===== config.mk =====
export PLATFORM = sky130hd
export DESIGN_NAME = ctaphid_message_reassembler
export DESIGN_NICKNAME = d
export VERILOG_FILES = /design/src/rtl/ctmr_pkg.sv /design/src/rtl/ctmr_in_stage.sv /design/src/rtl/ctmr_core.sv /design/src/rtl/ctmr_out_stage.sv /design/src/rtl/ctaphid_message_reassembler.sv
export SDC_FILE = /design/constraint.sdc
export NUM_CORES = 1
export LEC_CHECK = 0
export ABC_AREA = 1
export BUFFER_PORTS_ARGS = -buffer_cell sky130_fd_sc_hd__buf_2
export CAP_MARGIN = 20
export CORE_MARGIN = 2
export CORE_UTILIZATION = 50
export CTS_BUF_LIST = sky130_fd_sc_hd__clkbuf_8
export DETAILED_ROUTE_END_ITERATION = 6
export PLACE_DENSITY = 0.68
export SLEW_MARGIN = 20
export SYNTH_ARGS = -nofsm -noshare
export SYNTH_HDL_FRONTEND = slang
export SYNTH_SLANG_ARGS = --single-unit

===== constraint.sdc =====
create_clock -name clk_i -period 4.4 [get_ports clk_i]
set_input_delay 0.44 -clock clk_i [delete_from_list [all_inputs] [get_ports clk_i]]
set_output_delay 0.44 -clock clk_i [all_outputs]
set_load 0.02 [all_outputs]

===== src/rtl/ctmr_pkg.sv =====
// Types and constants of the CTAPHID message reassembler
package ctmr_pkg;

  typedef enum logic [1:0] {
    KIND_PAYLOAD = 2'd0,
    KIND_EMPTY   = 2'd1,
    KIND_ERROR   = 2'd2
  } kind_e;

  typedef enum logic [1:0] {
    ERR_NONE     = 2'd0,
    ERR_TOO_LONG = 2'd1,
    ERR_INIT_MID = 2'd2,
    ERR_SEQ      = 2'd3
  } err_e;

  // configuration register indexes
  localparam logic REG_CHANNEL_ID  = 1'b0;
  localparam logic REG_MAX_MESSAGE = 1'b1;

  localparam logic [31:0] CHANNEL_ID_RST  = 32'hFFFF_FFFF;
  localparam logic [15:0] MAX_MESSAGE_RST = 16'd7609;

  localparam int unsigned POS_W   = 7;
  localparam logic [6:0]  POS_MAX = 7'h7F;
  localparam logic [7:0]  INIT_FLAG = 8'h80;
  localparam logic [7:0]  SEQ_MASK  = 8'h7F;

  typedef struct packed {
    logic [7:0] data_byte;
    logic       first_of_frame;
  } item_t;

  typedef struct packed {
    kind_e      kind;
    logic [7:0] payload_byte;
    logic [7:0] command;
    logic       last;
    err_e       error_code;
  } result_t;

endpackage


===== src/rtl/ctmr_in_stage.sv =====
// Input register stage of the reassembler
module ctmr_in_stage
  import ctmr_pkg::*;
(
  input  logic       clk_i,
  input  logic       rst_ni,
  input  logic       in_valid_i,
  input  logic [7:0] data_byte_i,
  input  logic       first_of_frame_i,
  output logic       in_stall_o,
  input  logic       take_i,
  output logic       item_valid_o,
  output item_t      item_o
);

  logic  valid_q;
  item_t item_q;
  logic  load;

  // the held item only blocks when the next stage cannot take it
  assign in_stall_o = valid_q && !take_i;
  assign load       = !in_stall_o;

  always_ff @(posedge clk_i or negedge rst_ni) begin
    if (!rst_ni) begin
      valid_q <= 1'b0;
    end else if (load) begin
      valid_q <= in_valid_i;
    end
  end

  always_ff @(posedge clk_i) begin
    if (load && in_valid_i) begin
      item_q.data_byte      <= data_byte_i;
      item_q.first_of_frame <= first_of_frame_i;
    end
  end

  assign item_valid_o = valid_q;
  assign item_o       = item_q;

endmodule


===== src/rtl/ctmr_core.sv =====
// Frame parser and message state of the reassembler
module ctmr_core
  import ctmr_pkg::*;
#(
  parameter int unsigned FRAME_BYTES = 64
) (
  input  logic        clk_i,
  input  logic        rst_ni,
  input  logic        step_i,
  input  item_t       item_i,
  input  logic [31:0] channel_id_i,
  input  logic [15:0] max_message_i,
  output logic        res_valid_o,
  output result_t     res_o
);

  localparam int unsigned TAKE_W = $clog2(FRAME_BYTES - 4);
  localparam logic [POS_W-1:0]  FRAME_END = POS_W'(FRAME_BYTES);
  localparam logic [15:0]       CAP_CONT  = 16'(FRAME_BYTES - 5);
  localparam logic [15:0]       CAP_INIT  = 16'(FRAME_BYTES - 7);

  logic [POS_W-1:0]  pos_q, pos_d;
  logic              match_q, match_d;
  logic              recv_q, recv_d;
  logic              discard_q, discard_d;
  logic [7:0]        cmd_q, cmd_d;
  logic [7:0]        len_hi_q, len_hi_d;
  logic [15:0]       len_q, len_d;
  logic [15:0]       rcvd_q, rcvd_d;
  logic [6:0]        seq_q, seq_d;
  logic [TAKE_W-1:0] take_q, take_d;

  logic [POS_W-1:0]  p;
  logic [7:0]        b;
  logic              byte_eq;
  logic [15:0]       rem;
  logic [15:0]       new_len;
  logic [15:0]       rcvd_inc;

  always_comb begin
    b        = item_i.data_byte;
    p        = item_i.first_of_frame ? '0 : pos_q;
    byte_eq  = (b == channel_id_i[8*p[1:0] +: 8]);
    rem      = len_q - rcvd_q;
    new_len  = {len_hi_q, b};
    rcvd_inc = rcvd_q + 16'd1;

    pos_d     = (p < POS_MAX) ? p + POS_W'(1) : POS_MAX;
    match_d   = match_q;
    recv_d    = recv_q;
    discard_d = item_i.first_of_frame ? 1'b0 : discard_q;
    take_d    = item_i.first_of_frame ? '0 : take_q;
    cmd_d     = cmd_q;
    len_hi_d  = len_hi_q;
    len_d     = len_q;
    rcvd_d    = rcvd_q;
    seq_d     = seq_q;

    res_valid_o        = 1'b0;
    res_o.kind         = KIND_PAYLOAD;
    res_o.payload_byte = 8'd0;
    res_o.command      = cmd_q;
    res_o.last         = 1'b0;
    res_o.error_code   = ERR_NONE;

    if (!discard_d && p < FRAME_END) begin
      if (p < POS_W'(4)) begin
        match_d = (p == '0) ? byte_eq : (match_q && byte_eq);
      end else if (p == POS_W'(4)) begin
        if (!match_q) begin
          discard_d = 1'b1;
        end else if (!recv_q) begin
          if ((b & INIT_FLAG) == 8'd0) begin
            discard_d = 1'b1;
          end else begin
            cmd_d = b;
          end
        end else if ((b & INIT_FLAG) != 8'd0 || (b & SEQ_MASK) != {1'b0, seq_q}) begin
          // init packet mid-message or sequence slip: abandon the message
          recv_d           = 1'b0;
          discard_d        = 1'b1;
          take_d           = '0;
          res_valid_o      = 1'b1;
          res_o.kind       = KIND_ERROR;
          res_o.error_code = ((b & INIT_FLAG) != 8'd0) ? ERR_INIT_MID : ERR_SEQ;
        end else begin
          seq_d  = seq_q + 7'd1;
          take_d = (rem < CAP_CONT) ? rem[TAKE_W-1:0] : CAP_CONT[TAKE_W-1:0];
        end
      end else if (!recv_q) begin
        if (p == POS_W'(5)) begin
          len_hi_d = b;
        end else if (p == POS_W'(6)) begin
          len_d     = new_len;
          discard_d = 1'b1;
          if (new_len > max_message_i) begin
            res_valid_o      = 1'b1;
            res_o.kind       = KIND_ERROR;
            res_o.error_code = ERR_TOO_LONG;
          end else if (new_len == 16'd0) begin
            res_valid_o = 1'b1;
            res_o.kind  = KIND_EMPTY;
          end else begin
            take_d    = (new_len < CAP_INIT) ? new_len[TAKE_W-1:0] : CAP_INIT[TAKE_W-1:0];
            discard_d = 1'b0;
            recv_d    = 1'b1;
            rcvd_d    = 16'd0;
            seq_d     = 7'd0;
          end
        end
      end else if (take_d != '0) begin
        take_d             = take_d - TAKE_W'(1);
        rcvd_d             = rcvd_inc;
        res_valid_o        = 1'b1;
        res_o.payload_byte = b;
        if (rcvd_inc >= len_q) begin
          res_o.last = 1'b1;
          recv_d     = 1'b0;
          discard_d  = 1'b1;
          take_d     = '0;
        end
      end
    end
  end

  always_ff @(posedge clk_i or negedge rst_ni) begin
    if (!rst_ni) begin
      pos_q     <= '0;
      match_q   <= 1'b0;
      recv_q    <= 1'b0;
      discard_q <= 1'b1;
      cmd_q     <= 8'd0;
      len_hi_q  <= 8'd0;
      len_q     <= 16'd0;
      rcvd_q    <= 16'd0;
      seq_q     <= 7'd0;
      take_q    <= '0;
    end else if (step_i) begin
      pos_q     <= pos_d;
      match_q   <= match_d;
      recv_q    <= recv_d;
      discard_q <= discard_d;
      cmd_q     <= cmd_d;
      len_hi_q  <= len_hi_d;
      len_q     <= len_d;
      rcvd_q    <= rcvd_d;
      seq_q     <= seq_d;
      take_q    <= take_d;
    end
  end

endmodule


===== src/rtl/ctmr_out_stage.sv =====
// Result register stage of the reassembler
module ctmr_out_stage
  import ctmr_pkg::*;
(
  input  logic       clk_i,
  input  logic       rst_ni,
  input  logic       step_i,
  input  logic       res_valid_i,
  input  result_t    res_i,
  output logic       ready_o,
  output logic       out_valid_o,
  input  logic       out_stall_i,
  output logic [1:0] kind_o,
  output logic [7:0] payload_byte_o,
  output logic [7:0] command_o,
  output logic       last_o,
  output logic [1:0] error_code_o
);

  logic    valid_q;
  result_t res_q;

  assign ready_o = !valid_q || !out_stall_i;

  always_ff @(posedge clk_i or negedge rst_ni) begin
    if (!rst_ni) begin
      valid_q <= 1'b0;
    end else if (ready_o) begin
      valid_q <= step_i && res_valid_i;
    end
  end

  always_ff @(posedge clk_i) begin
    if (ready_o && step_i && res_valid_i) begin
      res_q <= res_i;
    end
  end

  assign out_valid_o    = valid_q;
  assign kind_o         = res_q.kind;
  assign payload_byte_o = res_q.payload_byte;
  assign command_o      = res_q.command;
  assign last_o         = res_q.last;
  assign error_code_o   = res_q.error_code;

endmodule


===== src/rtl/ctaphid_message_reassembler.sv =====
// Top level of the CTAPHID message reassembler
// Input channel: one report byte per item (data_byte_i, first_of_frame_i) under
// in_valid_i / in_stall_o. first_of_frame_i marks byte 0 of each report.
// Output channel: at most one result per byte (kind_o, payload_byte_o, command_o,
// last_o, error_code_o) under out_valid_o / out_stall_i.
// Configuration: cfg_we_i writes cfg_data_i to the register picked by cfg_index_i
// (0 channel id, 1 maximum message length); write only while the block is idle.
// Path: a taken byte waits in the input register, is parsed when the result register
// can take it, and its result is then held in the result register.
// Throughput: one byte per cycle unless the result is stalled; the parser and
// message state logic sit between the two registers.
// Reset: pipeline empty, parser idle and discarding until the next report start,
// channel id all ones, maximum length 7609.
// A stalled result holds the result register; one more byte may sit in the input
// register behind it, after which in_stall_o rises until the result is taken.
module ctaphid_message_reassembler
  import ctmr_pkg::*;
#(
  parameter int unsigned FRAME_BYTES = 64
) (
  input  logic        clk_i,
  input  logic        rst_ni,
  input  logic        cfg_we_i,
  input  logic        cfg_index_i,
  input  logic [31:0] cfg_data_i,
  input  logic        in_valid_i,
  output logic        in_stall_o,
  input  logic [7:0]  data_byte_i,
  input  logic        first_of_frame_i,
  output logic        out_valid_o,
  input  logic        out_stall_i,
  output logic [1:0]  kind_o,
  output logic [7:0]  payload_byte_o,
  output logic [7:0]  command_o,
  output logic        last_o,
  output logic [1:0]  error_code_o
);

  logic [31:0] channel_id_q;
  logic [15:0] max_message_q;

  logic    item_valid;
  item_t   item;
  logic    out_ready;
  logic    step;
  logic    res_valid;
  result_t res;

  always_ff @(posedge clk_i or negedge rst_ni) begin
    if (!rst_ni) begin
      channel_id_q  <= CHANNEL_ID_RST;
      max_message_q <= MAX_MESSAGE_RST;
    end else if (cfg_we_i) begin
      unique case (cfg_index_i)
        REG_CHANNEL_ID:  channel_id_q  <= cfg_data_i;
        REG_MAX_MESSAGE: max_message_q <= cfg_data_i[15:0];
        default: ;
      endcase
    end
  end

  assign step = item_valid && out_ready;

  ctmr_in_stage u_in_stage (
    .clk_i,
    .rst_ni,
    .in_valid_i,
    .data_byte_i,
    .first_of_frame_i,
    .in_stall_o,
    .take_i       (out_ready),
    .item_valid_o (item_valid),
    .item_o       (item)
  );

  ctmr_core #(
    .FRAME_BYTES (FRAME_BYTES)
  ) u_core (
    .clk_i,
    .rst_ni,
    .step_i        (step),
    .item_i        (item),
    .channel_id_i  (channel_id_q),
    .max_message_i (max_message_q),
    .res_valid_o   (res_valid),
    .res_o         (res)
  );

  ctmr_out_stage u_out_stage (
    .clk_i,
    .rst_ni,
    .step_i      (step),
    .res_valid_i (res_valid),
    .res_i       (res),
    .ready_o     (out_ready),
    .out_valid_o,
    .out_stall_i,
    .kind_o,
    .payload_byte_o,
    .command_o,
    .last_o,
    .error_code_o
  );

endmodule


==> flow_summary.json <==
{
  "final-setup-viol-count": 0,
  "drc": 0,
  "area_growth_pct": 9.77,
  "startpoint_type": "flip-flop",
  "ios": 70,
  "rsz0062_at_grt": "no",
  "setup.worst_path.end_class": "flip-flop",
  "nets": 1336,
  "core_area_um2": 18600,
  "ir_worst_vdd_mv": 0.347,
  "overflow": 0,
  "finClkSkew_ns": 0.0102,
  "ys_warn_count": 0,
  "rows": 50,
  "initial_core_util_pct": 50.7,
  "num_vias": 7694,
  "required_ns": 4.81,
  "dp_cells": 1446,
  "synth_cell_types": 52,
  "antenna_found_initial": 0,
  "cp.arrival_ns": 3.96,
  "max_freq_ghz": 0.282,
  "r2r_start": "u_core.rcvd_q[0]",
  "track_usage_pct": 23.0,
  "syn_nets": 1269,
  "max_cap_violations": 0,
  "crit_type": "reg2reg",
  "yosysSeqAreaShare_pct": 42.3,
  "dpl_cell_area_um2": 9950,
  "async_flop_share_pct": 80.1,
  "clock-sinks": 151,
  "clock_latency_ns": 0.46,
  "root_buffer": "clkbuf_8",
  "tritoncts": "yes",
  "fin_setup_tns_ns": 0,
  "drt_iter0_markers": 637,
  "antennaDiodeCount": 0,
  "gp_congestion": 0.909,
  "reg2reg_to": "u_core.take_q[4]",
  "synth_edf_count": 30,
  "ys_seq_elements": 151,
  "htreeDepth": 4,
  "cts_buffers": 17,
  "fin_area_um2": 10300,
  "fin_cells": 1478,
  "path_max_fanout": 4,
  "cts_buffer_depth": 2,
  "tightest_slew_ns": 0.933,
  "holdBufCountCts": 0,
  "p_leak_nw": 5.11,
  "clkTransAtPathRegs_ns": 0.09,
  "via_per_inst": 5.21,
  "hp-class": "in2async",
  "die_h_um": 141,
  "dp_hpwl_um": 16900,
  "final_core_util_pct": 55.6,
  "ant_nets": 0,
  "slew_viol_final": 0,
  "cts_resized": 0,
  "drive_gt1_share_pct": 17.5,
  "final_hold_viol_count": 0,
  "fp.dieW_um": 141,
  "first_pass_iters": 5,
  "period_needed_ns": 3.55,
  "post-cts-setup-buffers": 0,
  "worstRegToRegCells": 23,
  "grt_pass1_wl_um": 36300,
  "max_slew_margin_pct": 37.6,
  "grt_pass1_vias": 7293,
  "io_buffers": 69,
  "synthCells": 1164,
  "fin_crit_sh_pct": 80.7,
  "grt_max_degree": 73,
  "synth_ff_type": "dfrtp_1",
  "reg2reg_slack_ns": 0.85,
  "wirelength_um": 22000,
  "run_status": "completed",
  "syn-mean-instance-area_um2": 8.09,
  "die_area_um2": 19900,
  "fill_cells": 1717,
  "synthesis.area_um2": 9410,
  "pwr_density_cell_nw_per_um2": 567,
  "wl_per_cell_um": 14.9
}
## synthesized netlist by cell type, drive strengths merged (22+ instances only)
master  count  share of area [%]
a21oi      49                2.7
dfrtp      79                 21
dfstp      42                 12
edfxtp     30                9.6
ha         57                7.6
inv       194                7.8
nand2     279                 12
nand3      66                3.9
nand4      22                1.5
nor2       87                3.9
o21ai     104                5.5
xor2       34                3.2
## routing by layer
layer / global-route usage, % / share of wire, %
met5: 0 / 0
met2: 37.3 / 46
met3: 3.84 / 4.0
met1: 31.4 / 47
met4: 7.84 / 2.6
## layout make-up
cell class | instances | area (um^2) | area share [%]
Multi-Input combinational cell | 791 | 4550 | 44.0
Sequential cell | 151 | 3980 | 38.5
Inverter | 195 | 736 | 7.12
Timing Repair Buffer | 75 | 393 | 3.80
Tap cell | 234 | 293 | 2.83
Clock buffer | 19 | 262 | 2.53
Clock inverter | 13 | 119 | 1.15
## worst max path at each step
stage / start / end / slack (ns) / cells past startpoint
global placement: u_core.rcvd_q[0] / u_core.take_q[4] / 0.95 / 23
floorplan: u_in_stage.item_o[0] / u_out_stage.command_o[0] / 1.29 / 13
detailed placement: u_core.rcvd_q[0] / u_core.take_q[0] / 0.84 / 21
global route: u_core.rcvd_q[0] / u_core.take_q[4] / 0.35 / 23
CTS: u_core.rcvd_q[0] / u_core.take_q[0] / 0.82 / 21
finish: u_core.rcvd_q[0] / u_core.take_q[4] / 0.85 / 23
## state kept, by name, indices dropped and copies added (netlist names), 6 cells and up
signal,flops
channel_id_q,32
max_message_q,16
u_core.cmd_q,8
u_core.len_hi_q,8
u_core.len_q,16
u_core.pos_q,7
u_core.rcvd_q,16
u_core.seq_q,7
u_core.take_q,6
u_in_stage.item_o,9
u_out_stage.command_o,8
u_out_stage.payload_byte_o,8
## critical path, stage by stage, from the launching register on
cell      delay [ns]
dfrtp_1         0.41
ha_1            0.21
nand3_1         0.13
nor3_2          0.18
nand3_1         0.17
nor3_2          0.19
nand3_1         0.13
nor3_1          0.19
xor2_1          0.22
inv_1           0.07
ha_1            0.26
nand2_1         0.08
inv_1           0.05
nand4_1         0.08
o211ai_1        0.10
a21oi_1         0.26
nand2_1         0.15
nor2_1          0.27
nand2_1         0.08
nand2_1         0.07
nand2_1         0.05
nand2_1         0.06
nand2_1         0.04
nand2_1         0.05
## logic make-up (layout without fill, tap and decap cells)
logic type               count (synthesis)  count (layout)  share of synthesized area, %
multiplexers                            16              16                          1.91
AO/OA/AOI/OAI                          189             189                          11.1
adder cells (fa/ha/maj)                 58              58                          7.79
XOR/XNOR                                43              43                          4.00
flip-flops                             151             151                          42.3
buffers and inverters                  222             302                          9.40
AND/OR/NAND/NOR                        485             485                          23.5
## cell usage in the layout (no fill, tap or decap), drive strengths merged
cell	count
nand2	279
inv	201
o21ai	104
nor2	87
dfrtp	79
buf	75
nand3	66
ha	57
a21oi	49
dfstp	42
xor2	34
edfxtp	30
nand4	22
clkbuf	19
o22ai	16
mux2	16
nor3	16
xnor2	9
a22oi	9
nor4	7
nand3b	4
clkinv	4
o211ai	3
a31oi	3
or2	2
and2	2
clkinvlp	2
a21o	1
a31o	1
a21boi	1
o2111ai	1
a211oi	1
fa	1
bufinv	1
## through the flow
| stage | total power [mW] | hold slack (ns) | worst slack, ns |
|---|---|---|---|
| final | 5.86 | 0.107 | 0.848 |
| after global routing | 6.35 | 0.138 | 0.351 |
| after CTS | 5.87 | 0.131 | 0.816 |
| after detailed placement | 4.84 | 0.434 | 0.840 |
| after global placement | 4.78 | 0.429 | 0.947 |
| after floorplan | 4.16 | 0.144 | 1.29 |
## power breakdown
part / total [mW] / switching (mW) / internal [mW]
registers: 2.02 / 0.253 / 1.76
logic: 2.81 / 1.83 / 0.980
clock network: 1.03 / 0.545 / 0.483
(Power assumes the default switching activity.)
